[src/rtl/nsgf_pkg.sv]
// Shared constants, types and codes for the near-square grid fit block.
`default_nettype none
package nsgf_pkg;

   localparam int CNT_W     = 16;                  // width of counts and dimensions
   localparam int SQ_W      = (CNT_W + 1) / 2;     // width of the square root
   localparam int RAD_W     = 2 * SQ_W;            // radicand padded to whole digit pairs
   localparam int STEP_CW   = $clog2(CNT_W + 1);   // step counter width for mul / div
   localparam int SQ_STEP_CW = $clog2(SQ_W + 1);   // step counter width for sqrt

   localparam logic [STEP_CW-1:0]    CNT_STEPS = STEP_CW'(CNT_W);
   localparam logic [SQ_STEP_CW-1:0] SQ_STEPS  = SQ_STEP_CW'(SQ_W);
   localparam logic [CNT_W-1:0]      LINEAR_LIMIT = CNT_W'(20);
   localparam logic [CNT_W-1:0]      ONE_CNT      = CNT_W'(1);

   typedef enum logic [2:0] {
      ST_IDLE,
      ST_FIT,
      ST_DIVS_GO,
      ST_DIVS_WAIT,
      ST_DIVY_GO,
      ST_DIVY_WAIT,
      ST_OUT
   } fit_state_type;

   // result handed back by the shared divider
   typedef struct packed {
      logic             busy;
      logic [CNT_W-1:0] quot;
      logic             rem_zero;
   } div_res_type;

endpackage
`default_nettype wire

[src/rtl/nsgf_mul.sv]
// Shift-and-add multiplier, one multiplier bit per cycle.
`default_nettype none
module nsgf_mul
   import nsgf_pkg::*;
(
   input  wire logic                 clock,
   input  wire logic                 reset,
   input  wire logic                 start,
   input  wire logic [CNT_W-1:0]     a,
   input  wire logic [CNT_W-1:0]     b,
   output logic                      busy,
   output logic [2*CNT_W-1:0]        product
);

   logic [2*CNT_W-1:0] a_ff;
   logic [CNT_W-1:0]   b_ff;
   logic [2*CNT_W-1:0] acc_ff;
   logic [STEP_CW-1:0] cnt_ff;

   always_ff @(posedge clock) begin
      if (reset) begin
         cnt_ff <= '0;
      end else if (start) begin
         cnt_ff <= CNT_STEPS;
      end else if (cnt_ff != '0) begin
         cnt_ff <= cnt_ff - STEP_CW'(1);
      end
   end

   always_ff @(posedge clock) begin
      if (start) begin
         a_ff   <= {{CNT_W{1'b0}}, a};
         b_ff   <= b;
         acc_ff <= '0;
      end else if (cnt_ff != '0) begin
         if (b_ff[0]) begin
            acc_ff <= acc_ff + a_ff;
         end
         a_ff <= {a_ff[2*CNT_W-2:0], 1'b0};
         b_ff <= {1'b0, b_ff[CNT_W-1:1]};
      end
   end

   assign busy    = (cnt_ff != '0);
   assign product = acc_ff;

endmodule
`default_nettype wire

[src/rtl/nsgf_isqrt.sv]
// Digit-by-digit integer floor square root, one root bit per cycle.
`default_nettype none
module nsgf_isqrt
   import nsgf_pkg::*;
(
   input  wire logic                 clock,
   input  wire logic                 reset,
   input  wire logic                 start,
   input  wire logic [CNT_W-1:0]     radicand,
   output logic                      busy,
   output logic [SQ_W-1:0]           root
);

   logic [RAD_W-1:0]      rad_ff;
   logic [SQ_W:0]         rem_ff;
   logic [SQ_W-1:0]       root_ff;
   logic [SQ_STEP_CW-1:0] cnt_ff;
   logic [SQ_W+2:0]       shifted;
   logic [SQ_W+2:0]       trial;
   logic [SQ_W+2:0]       diff;
   logic                  fits;

   // bring down the next pair of radicand bits, try root*4+1
   assign shifted = {rem_ff, rad_ff[RAD_W-1:RAD_W-2]};
   assign trial   = {1'b0, root_ff, 2'b01};
   assign diff    = shifted - trial;
   assign fits    = (shifted >= trial);

   always_ff @(posedge clock) begin
      if (reset) begin
         cnt_ff <= '0;
      end else if (start) begin
         cnt_ff <= SQ_STEPS;
      end else if (cnt_ff != '0) begin
         cnt_ff <= cnt_ff - SQ_STEP_CW'(1);
      end
   end

   always_ff @(posedge clock) begin
      if (start) begin
         rad_ff  <= RAD_W'(radicand);
         rem_ff  <= '0;
         root_ff <= '0;
      end else if (cnt_ff != '0) begin
         rad_ff <= {rad_ff[RAD_W-3:0], 2'b00};
         // remainder stays below 2*root+1, so it needs SQ_W+1 bits
         if (fits) begin
            rem_ff  <= diff[SQ_W:0];
            root_ff <= {root_ff[SQ_W-2:0], 1'b1};
         end else begin
            rem_ff  <= shifted[SQ_W:0];
            root_ff <= {root_ff[SQ_W-2:0], 1'b0};
         end
      end
   end

   assign busy = (cnt_ff != '0);
   assign root = root_ff;

endmodule
`default_nettype wire

[src/rtl/nsgf_div.sv]
// Restoring divider, one quotient bit per cycle.
`default_nettype none
module nsgf_div
   import nsgf_pkg::*;
(
   input  wire logic                 clock,
   input  wire logic                 reset,
   input  wire logic                 start,
   input  wire logic [CNT_W-1:0]     dividend,
   input  wire logic [CNT_W-1:0]     divisor,
   output div_res_type               res
);

   logic [CNT_W-1:0]   quot_ff;
   logic [CNT_W-1:0]   rem_ff;
   logic [CNT_W-1:0]   dsr_ff;
   logic [STEP_CW-1:0] cnt_ff;
   logic [CNT_W:0]     trial;
   logic [CNT_W:0]     diff;
   logic               ge;

   // quot_ff starts as the dividend and fills with quotient bits from the bottom
   assign trial = {rem_ff, quot_ff[CNT_W-1]};
   assign diff  = trial - {1'b0, dsr_ff};
   assign ge    = (trial >= {1'b0, dsr_ff});

   always_ff @(posedge clock) begin
      if (reset) begin
         cnt_ff <= '0;
      end else if (start) begin
         cnt_ff <= CNT_STEPS;
      end else if (cnt_ff != '0) begin
         cnt_ff <= cnt_ff - STEP_CW'(1);
      end
   end

   always_ff @(posedge clock) begin
      if (start) begin
         quot_ff <= dividend;
         rem_ff  <= '0;
         dsr_ff  <= divisor;
      end else if (cnt_ff != '0) begin
         quot_ff <= {quot_ff[CNT_W-2:0], ge};
         rem_ff  <= ge ? diff[CNT_W-1:0] : trial[CNT_W-1:0];
      end
   end

   assign res.busy     = (cnt_ff != '0);
   assign res.quot     = quot_ff;
   assign res.rem_zero = (rem_ff == '0);

endmodule
`default_nettype wire

[src/rtl/near_square_grid_fit_core.sv]
// When the current grid fits, the product settles the request; else divisions run one after another on the
// shared bit-serial divider (one at s = floor(sqrt(n)), then one per tried height),
// with at most 2s - s/2 + 2 divisions in all.
// Throughput: one request at a time; the next is taken as soon as the result is registered.
// Reset (synchronous, active high) clears the sequencer and the result valid; no memories.
`default_nettype none
module near_square_grid_fit_core
   import nsgf_pkg::*;
(
   input  wire logic              clock,
   input  wire logic              reset,
   input  wire logic              req_valid,
   output logic                   req_stall,
   input  wire logic [CNT_W-1:0]  req_n,
   input  wire logic [CNT_W-1:0]  req_cur_x,
   input  wire logic [CNT_W-1:0]  req_cur_y,
   output logic                   rsp_valid,
   input  wire logic              rsp_stall,
   output logic [CNT_W-1:0]       rsp_grid_x,
   output logic [CNT_W-1:0]       rsp_grid_y,
   output logic                   rsp_changed
);

   fit_state_type state_ff, state_in;

   logic [CNT_W-1:0] n_ff, cx_ff, cy_ff;
   logic [CNT_W-1:0] s_ff, y_ff, hi_ff, qs_ff;
   logic [CNT_W-1:0] res_x_ff, res_y_ff;
   logic             res_chg_ff;
   logic             rsp_valid_ff;
   logic [CNT_W-1:0] rsp_x_ff, rsp_y_ff;
   logic             rsp_chg_ff;

   logic             accept;
   logic             out_free;
   logic             mul_busy, sq_busy;
   logic [2*CNT_W-1:0] product;
   logic [SQ_W-1:0]  root;
   div_res_type      div_res;
   logic             div_start;
   logic [CNT_W-1:0] divisor;

   logic             fit_ready, fit_match;
   logic             res_load;
   logic [CNT_W-1:0] res_x_in, res_y_in;
   logic             res_chg_in;
   logic             s_load, loop_init, y_step;
   logic [CNT_W-1:0] s_in, half_s;

   assign accept   = req_valid && !req_stall;
   assign req_stall = (state_ff != ST_IDLE);
   assign out_free = !rsp_valid_ff || !rsp_stall;

   // multiplier and square root start together; the root is done well before the product
   nsgf_mul u_mul (
      .clock   (clock),
      .reset   (reset),
      .start   (accept),
      .a       (req_cur_x),
      .b       (req_cur_y),
      .busy    (mul_busy),
      .product (product)
   );

   nsgf_isqrt u_sqrt (
      .clock    (clock),
      .reset    (reset),
      .start    (accept),
      .radicand (req_n),
      .busy     (sq_busy),
      .root     (root)
   );

   assign divisor = (state_ff == ST_DIVS_GO) ? s_ff : y_ff;

   nsgf_div u_div (
      .clock    (clock),
      .reset    (reset),
      .start    (div_start),
      .dividend (n_ff),
      .divisor  (divisor),
      .res      (div_res)
   );

   assign fit_ready = !mul_busy && !sq_busy;
   assign fit_match = (product == {{CNT_W{1'b0}}, n_ff});
   assign s_in      = (root == '0) ? ONE_CNT : CNT_W'(root);
   assign half_s    = {1'b0, s_ff[CNT_W-1:1]};

   // next state
   always_comb begin
      state_in = state_ff;
      case (state_ff)
         ST_IDLE: begin
            if (accept) state_in = ST_FIT;
         end
         ST_FIT: begin
            if (fit_ready) state_in = fit_match ? ST_OUT : ST_DIVS_GO;
         end
         ST_DIVS_GO: state_in = ST_DIVS_WAIT;
         ST_DIVS_WAIT: begin
            if (!div_res.busy) state_in = div_res.rem_zero ? ST_OUT : ST_DIVY_GO;
         end
         ST_DIVY_GO: state_in = ST_DIVY_WAIT;
         ST_DIVY_WAIT: begin
            if (!div_res.busy) begin
               state_in = (div_res.rem_zero || y_ff == hi_ff) ? ST_OUT : ST_DIVY_GO;
            end
         end
         ST_OUT: begin
            if (out_free) state_in = ST_IDLE;
         end
         default: state_in = ST_IDLE;
      endcase
   end

   // outputs of the sequencer
   always_comb begin
      div_start  = 1'b0;
      res_load   = 1'b0;
      res_x_in   = n_ff;
      res_y_in   = ONE_CNT;
      res_chg_in = 1'b1;
      s_load     = 1'b0;
      loop_init  = 1'b0;
      y_step     = 1'b0;
      case (state_ff)
         ST_FIT: begin
            if (fit_ready) begin
               if (fit_match) begin
                  res_load   = 1'b1;
                  res_x_in   = cx_ff;
                  res_y_in   = cy_ff;
                  res_chg_in = 1'b0;
               end else begin
                  s_load = 1'b1;
               end
            end
         end
         ST_DIVS_GO, ST_DIVY_GO: div_start = 1'b1;
         ST_DIVS_WAIT: begin
            if (!div_res.busy) begin
               if (div_res.rem_zero) begin
                  res_load = 1'b1;
                  res_x_in = div_res.quot;
                  res_y_in = s_ff;
               end else begin
                  loop_init = 1'b1;
               end
            end
         end
         ST_DIVY_WAIT: begin
            if (!div_res.busy) begin
               if (div_res.rem_zero) begin
                  res_load = 1'b1;
                  res_x_in = div_res.quot;
                  res_y_in = y_ff;
               end else if (y_ff == hi_ff) begin
                  // no divisor in range: linear for small n, else s rows of ceil(n/s)
                  res_load = 1'b1;
                  if (n_ff >= LINEAR_LIMIT) begin
                     res_x_in = qs_ff + ONE_CNT;
                     res_y_in = s_ff;
                  end
               end else begin
                  y_step = 1'b1;
               end
            end
         end
         default: ;
      endcase
   end

   always_ff @(posedge clock) begin
      if (reset) begin
         state_ff <= ST_IDLE;
      end else begin
         state_ff <= state_in;
      end
   end

   always_ff @(posedge clock) begin
      if (accept) begin
         n_ff  <= req_n;
         cx_ff <= req_cur_x;
         cy_ff <= req_cur_y;
      end
      if (s_load) begin
         s_ff <= s_in;
      end
      if (loop_init) begin
         qs_ff <= div_res.quot;
         y_ff  <= (half_s == '0) ? ONE_CNT : half_s;
         hi_ff <= {s_ff[CNT_W-2:0], 1'b0};
      end else if (y_step) begin
         y_ff <= y_ff + ONE_CNT;
      end
      if (res_load) begin
         res_x_ff   <= res_x_in;
         res_y_ff   <= res_y_in;
         res_chg_ff <= res_chg_in;
      end
   end

   // output register: holds the response until it is taken
   always_ff @(posedge clock) begin
      if (reset) begin
         rsp_valid_ff <= 1'b0;
      end else if (state_ff == ST_OUT && out_free) begin
         rsp_valid_ff <= 1'b1;
      end else if (!rsp_stall) begin
         rsp_valid_ff <= 1'b0;
      end
   end

   always_ff @(posedge clock) begin
      if (state_ff == ST_OUT && out_free) begin
         rsp_x_ff   <= res_x_ff;
         rsp_y_ff   <= res_y_ff;
         rsp_chg_ff <= res_chg_ff;
      end
   end

   assign rsp_valid   = rsp_valid_ff;
   assign rsp_grid_x  = rsp_x_ff;
   assign rsp_grid_y  = rsp_y_ff;
   assign rsp_changed = rsp_chg_ff;

endmodule
`default_nettype wire
[config.mk]
export PLATFORM = sky130hd
export DESIGN_NAME = near_square_grid_fit_core
export DESIGN_NICKNAME = d
export VERILOG_FILES = /design/src/rtl/nsgf_pkg.sv /design/src/rtl/nsgf_mul.sv /design/src/rtl/nsgf_isqrt.sv /design/src/rtl/nsgf_div.sv /design/src/rtl/near_square_grid_fit_core.sv
export SDC_FILE = /design/constraint.sdc
export NUM_CORES = 1
export LEC_CHECK = 0
export ABC_AREA = 1
export BUFFER_PORTS_ARGS = -buffer_cell sky130_fd_sc_hd__buf_4
export CORE_MARGIN = 4
export CORE_UTILIZATION = 55
export CTS_CLUSTER_SIZE = 30
export DETAILED_ROUTE_END_ITERATION = 8
export MAX_ROUTING_LAYER = met4
export PLACE_DENSITY = 0.85
export SLEW_MARGIN = 25
export SYNTH_ARGS = -nofsm -noshare
export SYNTH_HDL_FRONTEND = slang
export SYNTH_SLANG_ARGS = --single-unit
[constraint.sdc]
create_clock -name clock -period 3.3 [get_ports clock]
set_input_delay 0.825 -clock clock [delete_from_list [all_inputs] [get_ports clock]]
set_output_delay 0.825 -clock clock [all_outputs]
set_load 0.01 [all_outputs]
==> results of run 1 <==
cell families (layout without fill, tap and decap cells):
kind of cell    after synthesis  after routing
xor+xnor                     47             47
compound gates              242            242
flops                       341            341
buf+inv                     373            495
fa+ha+maj                    65             65
simple gates               1194           1194
power by group through the flow:
stage / sequential (W) / combinational (W) / clock, W
floorplan: 0.00687 / 0.00666 / 0
global placement: 0.00713 / 0.00857 / 0
detailed placement: 0.00718 / 0.00879 / 0
CTS: 0.00710 / 0.00888 / 0.00434
global route: 0.00725 / 0.0101 / 0.00454
finish: 0.00712 / 0.00890 / 0.00429
cell usage after synthesis (all sizes together):
master    n
fa        2
and2      2
nand3   152
nor4      3
nor3     25
clkinv    3
o31a      1
ha       63
o22ai    10
clkbuf   27
nor2    200
a211oi    2
inv     313
o31ai     1
nand2   768
xor2     32
a21boi    1
o311ai    1
o21bai   11
a21oi   100
nand4    27
dfxtp    99
edfxtp  242
a21o      6
xnor2    15
o21ai    94
buf      30
nand3b    9
o41ai     1
o211ai    6
or2       8
a31oi     8
critical path, delay by kind of cell (launching register included):
kind	cells	cell delay, ns
buffers and inverters	3	1.02
AO/OA/AOI/OAI	2	0.48
flip-flops	1	0.37
AND/OR/NAND/NOR	2	0.31
per-layer routing:
metal / vias up / GRT usage, %
li1: 7518 / -
met1: 7111 / 33.6
met2: 529 / 45.6
met3: 88 / 3.41
met4: 0 / 8.56
met5: - / -
how the worst max path moves through the flow:
stage / startpoint / end
after floorplan: y_ff[4] / res_chg_ff
after global placement: n_ff[5] / res_x_ff[0]
after detailed placement: n_ff[4] / res_x_ff[7]
after CTS: n_ff[4] / res_x_ff[3]
after global routing: u_div.quot_ff[15] / u_div.rem_ff[14]
final: state_ff[2] / res_x_ff[3]
per-stage QoR:
step | hold WS [ns] | instances | setup slack (ns)
final | 0.418 | 2826 | 0.746
after detailed placement | 0.405 | 2758 | 0.794
after CTS | 0.417 | 2826 | 0.788
after global placement | 0.402 | 2758 | 0.852
after floorplan | 0.400 | 2262 | 0.129
after global routing | 0.425 | 2826 | 0.548
layout make-up:
type	instances	share of cell area, %
sequential	341	44.7
timing repair buffer	111	4.09
clock inverter	18	1.10
clock buffer	50	4.97
tap	442	2.68
multi-input combinational	1548	36.7
inverter	316	5.74
==> impl_table.tex, run 1 <==
\begin{tabular}{lr}
\hline
Metric & Value \\
\hline
\multicolumn{2}{l}{\textbf{STA}} \\
\quad Fin Setup TNS & 0 ns \\
\quad Max frequency & 0.392 GHz \\
\quad Max-slew headroom & 48.5\% \\
\quad Finish-stage setup viols & 0 \\
\quad Setup repair after global routing missed its margin & no \\
\quad Final Slew Violations & 0 \\
\quad Transition time at the pin with the least slew margin & 0.772 ns \\
\quad Largest clock skew in the final design & 0.0115 ns \\
\quad Post-route fraction of the period consumed by the critical path & 77.4\% \\
\quad Hold Violations, Final & 0 \\
\quad Crit path time final & 2.55 ns \\
\multicolumn{2}{l}{\textbf{Route}} \\
\quad DR WL met3 & 2.96 mm \\
\quad Routed wirelength normalized by instance count & 16.8 µm \\
\quad DRC Markers & 0 \\
\quad Top routing layer in use & met4 \\
\quad Detailed Route WL & 47.5 mm \\
\quad Pre-Repair DR Iteration Count & 5 \\
\quad Remaining antenna violation count & 0 \\
\quad Total length of routed met2 wires & 23.6 mm \\
\quad Post-Route M1 WL & 19.4 mm \\
\quad Overall via count from detail\_route & 15.2k \\
\quad Average vias per placed instance & 5.39 \\
\quad First-iteration detailed-routing DRC count & 1380 \\
\multicolumn{2}{l}{\textbf{Clock network}} \\
\quad Clock transition at the registers of the reported paths & 0.06 ns \\
\quad Setup Fix Bufs, Post-CTS & 0 \\
\quad Skew-Pair Late Insertion Delay & 0.54 ns \\
\quad Cts bufs inserted & 37 \\
\quad H-tree lvl count & 2 \\
\quad Quantity of hold-fixing buffers added after cts & 0 \\
\quad CTS sink count & 341 \\
\quad Root buf cell & clkbuf\_16 \\
\quad Bufs on Longest Clock Path & 3 \\
\quad Post-CTS Resized & 0 \\
\quad CTS tree & done \\
\multicolumn{2}{l}{\textbf{Outcome}} \\
\quad Status & complete, no violations \\
\multicolumn{2}{l}{\textbf{Synthesis}} \\
\quad Average instance area after synthesis & 8.08 µm² \\
\quad Cell type with the largest total area after synthesis & edfxtp\_1 \\
\quad Share of synthesized area spent on multiplexers & 0\% \\
\quad Post-synthesis xor/xnor area fraction & 2.25\% \\
\quad Synthesized-area fraction occupied by ao, oa, aoi and oai cells & 7.20\% \\
\quad Share of synthesized cell area in and, or, nand and nor gates & 27.4\% \\
\quad Yosys warns & 0 \\
\quad Area contributors post-synth & edfxtp\_1 40\%, nand2\_1 16\%, dfxtp\_1 11\% \\
\quad Post-synth net total & 2379 \\
\quad Number of distinct standard cells referenced by the synthesized netlist & 49 \\
\quad Flop and latch count out of synthesis & 341 \\
\quad Sequential-to-total area share from yosys stat & 50.6\% \\
\quad Area share of the leading cell type in the synthesized netlist & 39.7\% \\
\quad Post-synthesis instance area & 0.0183 mm² \\
\quad Post-Synth Adder-Cell Area & 4.53\% \\
\quad Combinational family with the most area after synthesis & simple AND/OR/NAND/NOR gates \\
\quad Cell count after synthesis & 2262 \\
\multicolumn{2}{l}{\textbf{Power}} \\
\quad Total Power Consumption & 0.0203 W \\
\quad Pwr Density & 983 mW/mm² \\
\quad Relative contribution of sequential cells to total power & 35.1\% \\
\quad Highest ir drop seen on vdd & 0.000760 V \\
\quad Standby leakage power & 9.61 nW \\
\quad Clock power frac & 21.1\% \\
\quad Proportion of total power due to net switching & 42.0\% \\
\quad Switching power & 0.00852 W \\
\quad Internal Power & 0.0118 W \\
\quad Combinational Power Share & 43.8\% \\
\multicolumn{2}{l}{\textbf{Die}} \\
\quad Number of ports placed on the die boundary & 87 \\
\quad Number of placement rows & 66 \\
\quad X dimension of the die & 190 µm \\
\quad Die H & 190 µm \\
\quad Placeable core area & 0.0327 mm² \\
\quad Initial standard-cell utilization of the core & 55.9\% \\
\quad Total Die Area & 0.0362 mm² \\
\multicolumn{2}{l}{\textbf{Layout}} \\
\quad Area taken by multi-input logic gates & 0.00758 mm² \\
\quad Filler instances & 2756 \\
\quad Total Nets Final & 2472 \\
\quad Commonest non-fill, non-tap cell in the layout & nand2\_1 \\
\quad Fraction of layout instances using a drive strength above 1 & 9.73\% \\
\quad Post-synthesis to final-layout area growth & 13.1\% \\
\quad Util after Layout & 63.2\% \\
\quad Antenna cells & 0 \\
\quad Commonest cells after routing, fill and taps aside & 759 x nand2\_1, 289 x inv\_1, 242 x edfxtp\_1 \\
\quad Reg area & 0.00925 mm² \\
\quad Total non-filler cell area in the finished layout & 0.0207 mm² \\
\multicolumn{2}{l}{\textbf{Place}} \\
\quad Last weighted congestion value of the routability-driven placer & 0.974 \\
\quad Number of buffers added on ports & 86 \\
\quad Half-perimeter wire length after placement & 35.4 mm \\
\quad Cell area reported after detailed placement & 0.0194 mm² \\
\multicolumn{2}{l}{\textbf{Flow run}} \\
\quad Reported max-cap violation count & 0 \\
\multicolumn{2}{l}{\textbf{Hold path}} \\
\quad Startpoint of the most critical hold path & res\_y\_ff[14] \\
\quad Cells on Worst Hold Path & 0 \\
\quad Path class of the lowest-slack min-delay path & flop to flop \\
\quad Destination of the worst hold path & rsp\_grid\_y[14] \\
\multicolumn{2}{l}{\textbf{Global routing}} \\
\quad Wire length of the first global-routing pass & 75.9 mm \\
\quad Grt total ovfl & 0 \\
\quad Antenna violations before repair & 0 \\
\quad Pin count of the biggest net entering global routing & 134 \\
\quad Total Routing Usage GR & 26.8\% \\
\quad Vias in the first global route & 14.8k \\
\multicolumn{2}{l}{\textbf{Setup path}} \\
\quad Crit Path Class & flop to flop \\
\quad Maximum fanout count along the critical path & 33 \\
\quad Signal arrival time at the worst endpoint & 2.72 ns \\
\quad Slowest cell on crit path & inv\_1 \\
\quad Cell chain of the critical path & inv\_2, nor2\_1, nand2\_1, inv\_1, o21ai\_0, o211ai\_1, buf\_4 \\
\quad Required time of the worst setup path & 3.47 ns \\
\quad Worst R2R Start & state\_ff[2] \\
\quad Slack of the worst reg-to-reg path & 0.75 ns \\
\quad Critical path launch point type & flop \\
\quad Setup crit end kind & flop \\
\quad Destination of the worst register-to-register timing path & res\_x\_ff[3] \\
\quad Maximum cell stage delay along the critical path & 0.49 ns \\
\quad Depth of the most critical reg-to-reg path & 7 \\
\hline
\end{tabular}
Power figures use the tool's default switching activity.
==> run 2: changes to the inputs <==
--- a/config.mk
+++ b/config.mk
@@ -12,7 +12,7 @@
 export CTS_CLUSTER_SIZE = 30
 export DETAILED_ROUTE_END_ITERATION = 8
 export MAX_ROUTING_LAYER = met4
-export PLACE_DENSITY = 0.85
+export PLACE_DENSITY = 0.83
 export SLEW_MARGIN = 25
 export SYNTH_ARGS = -nofsm -noshare
 export SYNTH_HDL_FRONTEND = slang
==> constraint.sdc (replaced) <==
create_clock -name clock -period 2.6 [get_ports clock]
set_input_delay 0.65 -clock clock [delete_from_list [all_inputs] [get_ports clock]]
set_output_delay 0.65 -clock clock [all_outputs]
set_load 0.01 [all_outputs]
==> impl_table.tex, run 2 (synthesized netlist as in run 1, its figures left out) <==
\begin{tabular}{lr}
\hline
Metric & Value \\
\hline
\multicolumn{2}{l}{\textbf{Power}} \\
\quad Pwr Density & 1240 mW/mm² \\
\quad Standby leakage power & 9.60 nW \\
\quad Total Power Consumption & 0.0255 W \\
\quad Highest ir drop seen on vdd & 0.000730 V \\
\multicolumn{2}{l}{\textbf{STA}} \\
\quad Final Slew Violations & 0 \\
\quad Hold Violations, Final & 0 \\
\quad Crit path time final & 2.41 ns \\
\quad Max frequency & 0.415 GHz \\
\quad Finish-stage setup viols & 0 \\
\quad Transition time at the pin with the least slew margin & 0.737 ns \\
\quad Post-route fraction of the period consumed by the critical path & 92.7\% \\
\quad Largest clock skew in the final design & 0.0164 ns \\
\quad Final setup slack of the worst path & 0.189 ns \\
\quad Max-slew headroom & 50.7\% \\
\quad Min Hold Slack & 0.310 ns \\
\quad Setup repair after global routing missed its margin & no \\
\multicolumn{2}{l}{\textbf{Setup path}} \\
\quad Destination of the worst register-to-register timing path & res\_y\_ff[10] \\
\quad Required time of the worst setup path & 2.80 ns \\
\quad Depth of the most critical reg-to-reg path & 11 \\
\quad Critical path launch point type & flop \\
\quad Setup crit end kind & flop \\
\quad Worst R2R Start & n\_ff[0] \\
\quad Crit Path Class & flop to flop \\
\quad Critical Path Sink & res\_y\_ff[10] \\
\quad Signal arrival time at the worst endpoint & 2.61 ns \\
\quad Startpoint of the most critical setup path & n\_ff[0] \\
\quad Slack of the worst reg-to-reg path & 0.19 ns \\
\quad Maximum fanout count along the critical path & 18 \\
\multicolumn{2}{l}{\textbf{Global routing}} \\
\quad Vias in the first global route & 15.0k \\
\quad Total Routing Usage GR & 26.5\% \\
\quad Wire length of the first global-routing pass & 75.6 mm \\
\quad Antenna violations before repair & 0 \\
\quad Grt total ovfl & 0 \\
\quad Pin count of the biggest net entering global routing & 134 \\
\multicolumn{2}{l}{\textbf{Die}} \\
\quad Placeable core area & 0.0327 mm² \\
\quad Number of ports placed on the die boundary & 87 \\
\quad Total Die Area & 0.0362 mm² \\
\quad Die H & 190 µm \\
\quad X dimension of the die & 190 µm \\
\quad Number of placement rows & 66 \\
\quad Initial standard-cell utilization of the core & 55.9\% \\
\multicolumn{2}{l}{\textbf{Clock network}} \\
\quad Clock transition at the registers of the reported paths & 0.06 ns \\
\quad Skew-Pair Late Insertion Delay & 0.52 ns \\
\quad CTS sink count & 341 \\
\quad Root buf cell & clkbuf\_16 \\
\quad Cts bufs inserted & 38 \\
\quad Setup Fix Bufs, Post-CTS & 0 \\
\quad Post-CTS Resized & 0 \\
\quad H-tree lvl count & 2 \\
\quad CTS tree & done \\
\quad Quantity of hold-fixing buffers added after cts & 0 \\
\quad Bufs on Longest Clock Path & 3 \\
\multicolumn{2}{l}{\textbf{Route}} \\
\quad Remaining antenna violation count & 0 \\
\quad Overall via count from detail\_route & 15.4k \\
\quad Average vias per placed instance & 5.44 \\
\quad Detailed Route WL & 47.0 mm \\
\quad Pre-Repair DR Iteration Count & 5 \\
\quad DRC Markers & 0 \\
\quad First-iteration detailed-routing DRC count & 1362 \\
\quad Routed wirelength normalized by instance count & 16.6 µm \\
\multicolumn{2}{l}{\textbf{Layout}} \\
\quad Commonest cells after routing, fill and taps aside & 759 x nand2\_1, 289 x inv\_1, 242 x edfxtp\_1 \\
\quad Commonest non-fill, non-tap cell in the layout & nand2\_1 \\
\quad Post-synthesis to final-layout area growth & 12.8\% \\
\quad Antenna cells & 0 \\
\quad Fraction of layout instances using a drive strength above 1 & 9.84\% \\
\quad Total Nets Final & 2477 \\
\quad Total non-filler cell area in the finished layout & 0.0206 mm² \\
\multicolumn{2}{l}{\textbf{Place}} \\
\quad Number of buffers added on ports & 86 \\
\quad Last weighted congestion value of the routability-driven placer & 1.04 \\
\quad Worst slack, placed & 0.256 ns \\
\quad Half-perimeter wire length after placement & 35.1 mm \\
\quad Cell area reported after detailed placement & 0.0195 mm² \\
\multicolumn{2}{l}{\textbf{Hold path}} \\
\quad Path class of the lowest-slack min-delay path & input port to flop \\
\multicolumn{2}{l}{\textbf{Outcome}} \\
\quad Status & complete, no violations \\
\multicolumn{2}{l}{\textbf{Flow run}} \\
\quad Reported max-cap violation count & 0 \\
\hline
\end{tabular}
[run 2: cell types whose count changed in the layout (fill, tap and decap cells not counted), moves of 2 or more]
cell	before	now
buf_12	1	3
buf_4	110	112
clkinv_2	6	9
clkinv_1	5	7
bufinv_16	5	1
[run 2: worst min-delay path by stage]
stage / from / cells after the start / end / slack, ns
2_1_floorplan: res_chg_ff / 0 / rsp_changed / 0.40
3_5_place_dp: res_x_ff[15] / 0 / rsp_grid_x[15] / 0.41
5_1_grt: req_n[1] / 1 / n_ff[1] / 0.30
4_1_cts: req_n[1] / 1 / n_ff[1] / 0.30
3_3_place_gp: res_x_ff[7] / 0 / rsp_grid_x[7] / 0.40
6_report: req_cur_x[4] / 1 / cx_ff[4] / 0.31
[run 2: metal layers]
metal,global-route usage (%),share of wire [%],routed length [µm],vias up
li1,-,-,-,7538
met1,34.6,42,19700,7195
met2,44.2,49,23100,580
met3,3.06,6.7,3140,87
met4,7.27,2.4,1150,0
met5,-,0,0,-
[run 2: area by class of cell]
cell class | count | area [µm²]
sequential | 341 | 9250
inverter | 316 | 1190
timing repair buffer | 115 | 901
clock buffer | 49 | 1010
fill | 2734 | 12100
clock inverter | 19 | 134
multi-input combinational | 1548 | 7580
tap | 442 | 553
[run 2: power breakdown]
group	leakage, nW	internal [W]	switching (W)
combinational	5.95	0.00378	0.00765
sequential	3.08	0.00799	0.00109
clock	0.565	0.00287	0.00215
total	9.60	0.0146	0.0109
[run 2: worst max-delay path, stage by stage, from the launching register on]
cell,delay (ns)
edfxtp_1,0.44
inv_1,0.16
nand2_1,0.09
nand2_1,0.05
nor2_1,0.13
nand2_1,0.10
nor2_2,0.19
nand3_4,0.14
nor2_8,0.24
nand2_4,0.10
o211ai_1,0.12
buf_4,0.31
[run 2: per-stage QoR]
stage          setup TNS (ns)  util (%)  instances
2_1_floorplan          -18.36         -       2262
3_3_place_gp                0      59.6       2762
3_5_place_dp                0      59.6       2762
4_1_cts                     0      63.1       2830
5_1_grt                     0      63.1       2830
6_report                    0      63.1       2830
==> run 3: changes to the inputs <==
==> constraint.sdc (replaced) <==
create_clock -name clock -period 3 [get_ports clock]
set_input_delay 0.75 -clock clock [delete_from_list [all_inputs] [get_ports clock]]
set_output_delay 0.75 -clock clock [all_outputs]
set_load 0.01 [all_outputs]
==> impl_table.tex, run 3 (synthesized netlist as in run 1, its figures left out) <==
\begin{tabular}{lr}
\hline
Metric & Value \\
\hline
\multicolumn{2}{l}{\textbf{Place}} \\
\quad Number of buffers added on ports & 86 \\
\quad Number of instances in the placed design & 2757 \\
\quad Half-perimeter wire length after placement & 35.0 mm \\
\quad Worst slack, placed & 0.555 ns \\
\quad Last weighted congestion value of the routability-driven placer & 0.946 \\
\quad Cell area reported after detailed placement & 0.0194 mm² \\
\multicolumn{2}{l}{\textbf{Hold path}} \\
\quad Startpoint of the most critical hold path & res\_x\_ff[4] \\
\quad Path class of the lowest-slack min-delay path & flop to flop \\
\multicolumn{2}{l}{\textbf{Global routing}} \\
\quad Grt total ovfl & 0 \\
\quad Pin count of the biggest net entering global routing & 110 \\
\quad Met3 track demand over resource in global routing & 2.56\% \\
\quad Antenna violations before repair & 1 \\
\quad Met1 track demand over resource & 35.1\% \\
\quad Gr busiest metal & met2 \\
\quad Vias in the first global route & 14.6k \\
\quad Wire length of the first global-routing pass & 75.5 mm \\
\quad GR met2 Demand/Resource & 43.2\% \\
\quad Total Routing Usage GR & 26.3\% \\
\multicolumn{2}{l}{\textbf{STA}} \\
\quad Crit path time final & 2.52 ns \\
\quad Hold Violations, Final & 0 \\
\quad Final setup slack of the worst path & 0.479 ns \\
\quad Transition time at the pin with the least slew margin & 0.815 ns \\
\quad Post-route fraction of the period consumed by the critical path & 84.0\% \\
\quad Fin Setup TNS & 0 ns \\
\quad Max-slew headroom & 45.6\% \\
\quad Setup repair after global routing missed its margin & no \\
\quad Max frequency & 0.397 GHz \\
\quad Largest clock skew in the final design & 0.0146 ns \\
\quad Finish-stage setup viols & 0 \\
\quad Final Slew Violations & 0 \\
\multicolumn{2}{l}{\textbf{Setup path}} \\
\quad Signal arrival time at the worst endpoint & 2.68 ns \\
\quad Startpoint of the most critical setup path & n\_ff[9] \\
\quad Worst R2R Start & n\_ff[9] \\
\quad Crit Path Class & flop to flop \\
\quad Critical path launch point type & flop \\
\quad Setup crit end kind & flop \\
\quad Required time of the worst setup path & 3.15 ns \\
\quad Maximum fanout count along the critical path & 33 \\
\multicolumn{2}{l}{\textbf{Route}} \\
\quad DRC Markers & 0 \\
\quad Average vias per placed instance & 5.39 \\
\quad Routed wirelength normalized by instance count & 16.5 µm \\
\quad Detailed Route WL & 46.6 mm \\
\quad Overall via count from detail\_route & 15.2k \\
\quad First-iteration detailed-routing DRC count & 1466 \\
\quad Pre-Repair DR Iteration Count & 6 \\
\quad Remaining antenna violation count & 0 \\
\multicolumn{2}{l}{\textbf{Clock network}} \\
\quad CTS tree & done \\
\quad Root buf cell & clkbuf\_16 \\
\quad Clock transition at the registers of the reported paths & 0.06 ns \\
\quad H-tree lvl count & 2 \\
\quad CTS sink count & 341 \\
\quad Skew-Pair Late Insertion Delay & 0.52 ns \\
\quad Post-CTS Resized & 0 \\
\quad Quantity of hold-fixing buffers added after cts & 0 \\
\quad Bufs on Longest Clock Path & 3 \\
\quad Setup Fix Bufs, Post-CTS & 0 \\
\quad Cts bufs inserted & 37 \\
\multicolumn{2}{l}{\textbf{Power}} \\
\quad Standby leakage power & 9.59 nW \\
\quad Proportion of total power due to net switching & 42.4\% \\
\quad Highest ir drop seen on vdd & 0.000529 V \\
\quad Combinational Power Share & 44.5\% \\
\quad Pwr Density & 1070 mW/mm² \\
\quad Internal Power & 0.0127 W \\
\quad Relative contribution of sequential cells to total power & 35.5\% \\
\quad Switching power & 0.00936 W \\
\quad Clock power frac & 20.0\% \\
\multicolumn{2}{l}{\textbf{Layout}} \\
\quad Total non-filler cell area in the finished layout & 0.0206 mm² \\
\quad Total Nets Final & 2471 \\
\quad Post-synthesis to final-layout area growth & 12.8\% \\
\quad Area taken by multi-input logic gates & 0.00758 mm² \\
\quad Non-filler instance count after layout & 2826 \\
\quad Filler instances & 2787 \\
\quad Commonest non-fill, non-tap cell in the layout & nand2\_1 \\
\quad Fraction of layout instances using a drive strength above 1 & 9.69\% \\
\quad Util after Layout & 63.1\% \\
\quad Commonest cells after routing, fill and taps aside & 759 x nand2\_1, 289 x inv\_1, 242 x edfxtp\_1 \\
\quad Reg area & 0.00925 mm² \\
\multicolumn{2}{l}{\textbf{Die}} \\
\quad Number of ports placed on the die boundary & 87 \\
\quad X dimension of the die & 190 µm \\
\quad Number of placement rows & 66 \\
\quad Placeable core area & 0.0327 mm² \\
\quad Initial standard-cell utilization of the core & 55.9\% \\
\quad Die H & 190 µm \\
\quad Total Die Area & 0.0362 mm² \\
\multicolumn{2}{l}{\textbf{Outcome}} \\
\quad Status & complete, no violations \\
\multicolumn{2}{l}{\textbf{Flow run}} \\
\quad Reported max-cap violation count & 0 \\
\hline
\end{tabular}
-- run 3: cell types whose count changed in the layout (fill, tap and decap cells not counted), sizes merged --
cell / delta
inv: +1
diode: +1
clkinv: -6
clkbuf: +6
buf: -5
clkinvlp: -1
-- run 3: metrics by stage --
step                power, W  hold WS [ns]
floorplan             0.0149         0.400
global placement      0.0172         0.405
detailed placement    0.0175         0.405
CTS                   0.0220         0.409
global route          0.0237         0.410
finish                0.0220         0.415
-- run 3: metal layers --
layer / share of wire, % / vias up
met1: 43 / 7087
met2: 48 / 534
met4: 3.2 / 0
met3: 6.2 / 104
met5: 0 / -
li1: - / 7509
-- run 3: path summary, 6_finish.rpt --
| kind | end | slack (ns) | cells after the start |
|---|---|---|---|
| worst max-delay path | res_y_ff[1] | 0.48 | 11 |
| worst min-delay path | rsp_grid_x[4] | 0.42 | 0 |
| worst max register to register | res_y_ff[1] | 0.48 | 11 |
| worst min register to register | rsp_grid_x[4] | 0.42 | 0 |
-- run 3: layout make-up --
class | count | area share [%]
flip-flops and latches | 341 | 44.9
multi-input cells | 1548 | 36.8
inverters | 316 | 5.76
clock buffers | 55 | 5.17
repair buffers | 110 | 4.19
well taps | 442 | 2.68
clock inverters | 13 | 0.558
diodes | 1 | 0.0121
-- run 3: power groups by stage --
| stage | clock network (W) | logic [W] | registers (W) |
|---|---|---|---|
| floorplan | 0 | 0.00733 | 0.00756 |
| global placement | 0 | 0.00941 | 0.00783 |
| detailed placement | 0 | 0.00962 | 0.00788 |
| CTS | 0.00447 | 0.00973 | 0.00780 |
| global route | 0.00467 | 0.0111 | 0.00795 |
| finish | 0.00441 | 0.00980 | 0.00783 |
-- run 3: critical path, stage by stage (launching register included) --
cell	delay (ns)
edfxtp_1	0.50
inv_2	0.12
nand2_1	0.08
nand2_1	0.06
nor2_1	0.12
nand2_1	0.10
nor2_2	0.16
nand3_4	0.13
nor2_8	0.24
nand2_4	0.09
o211ai_1	0.10
buf_4	0.43
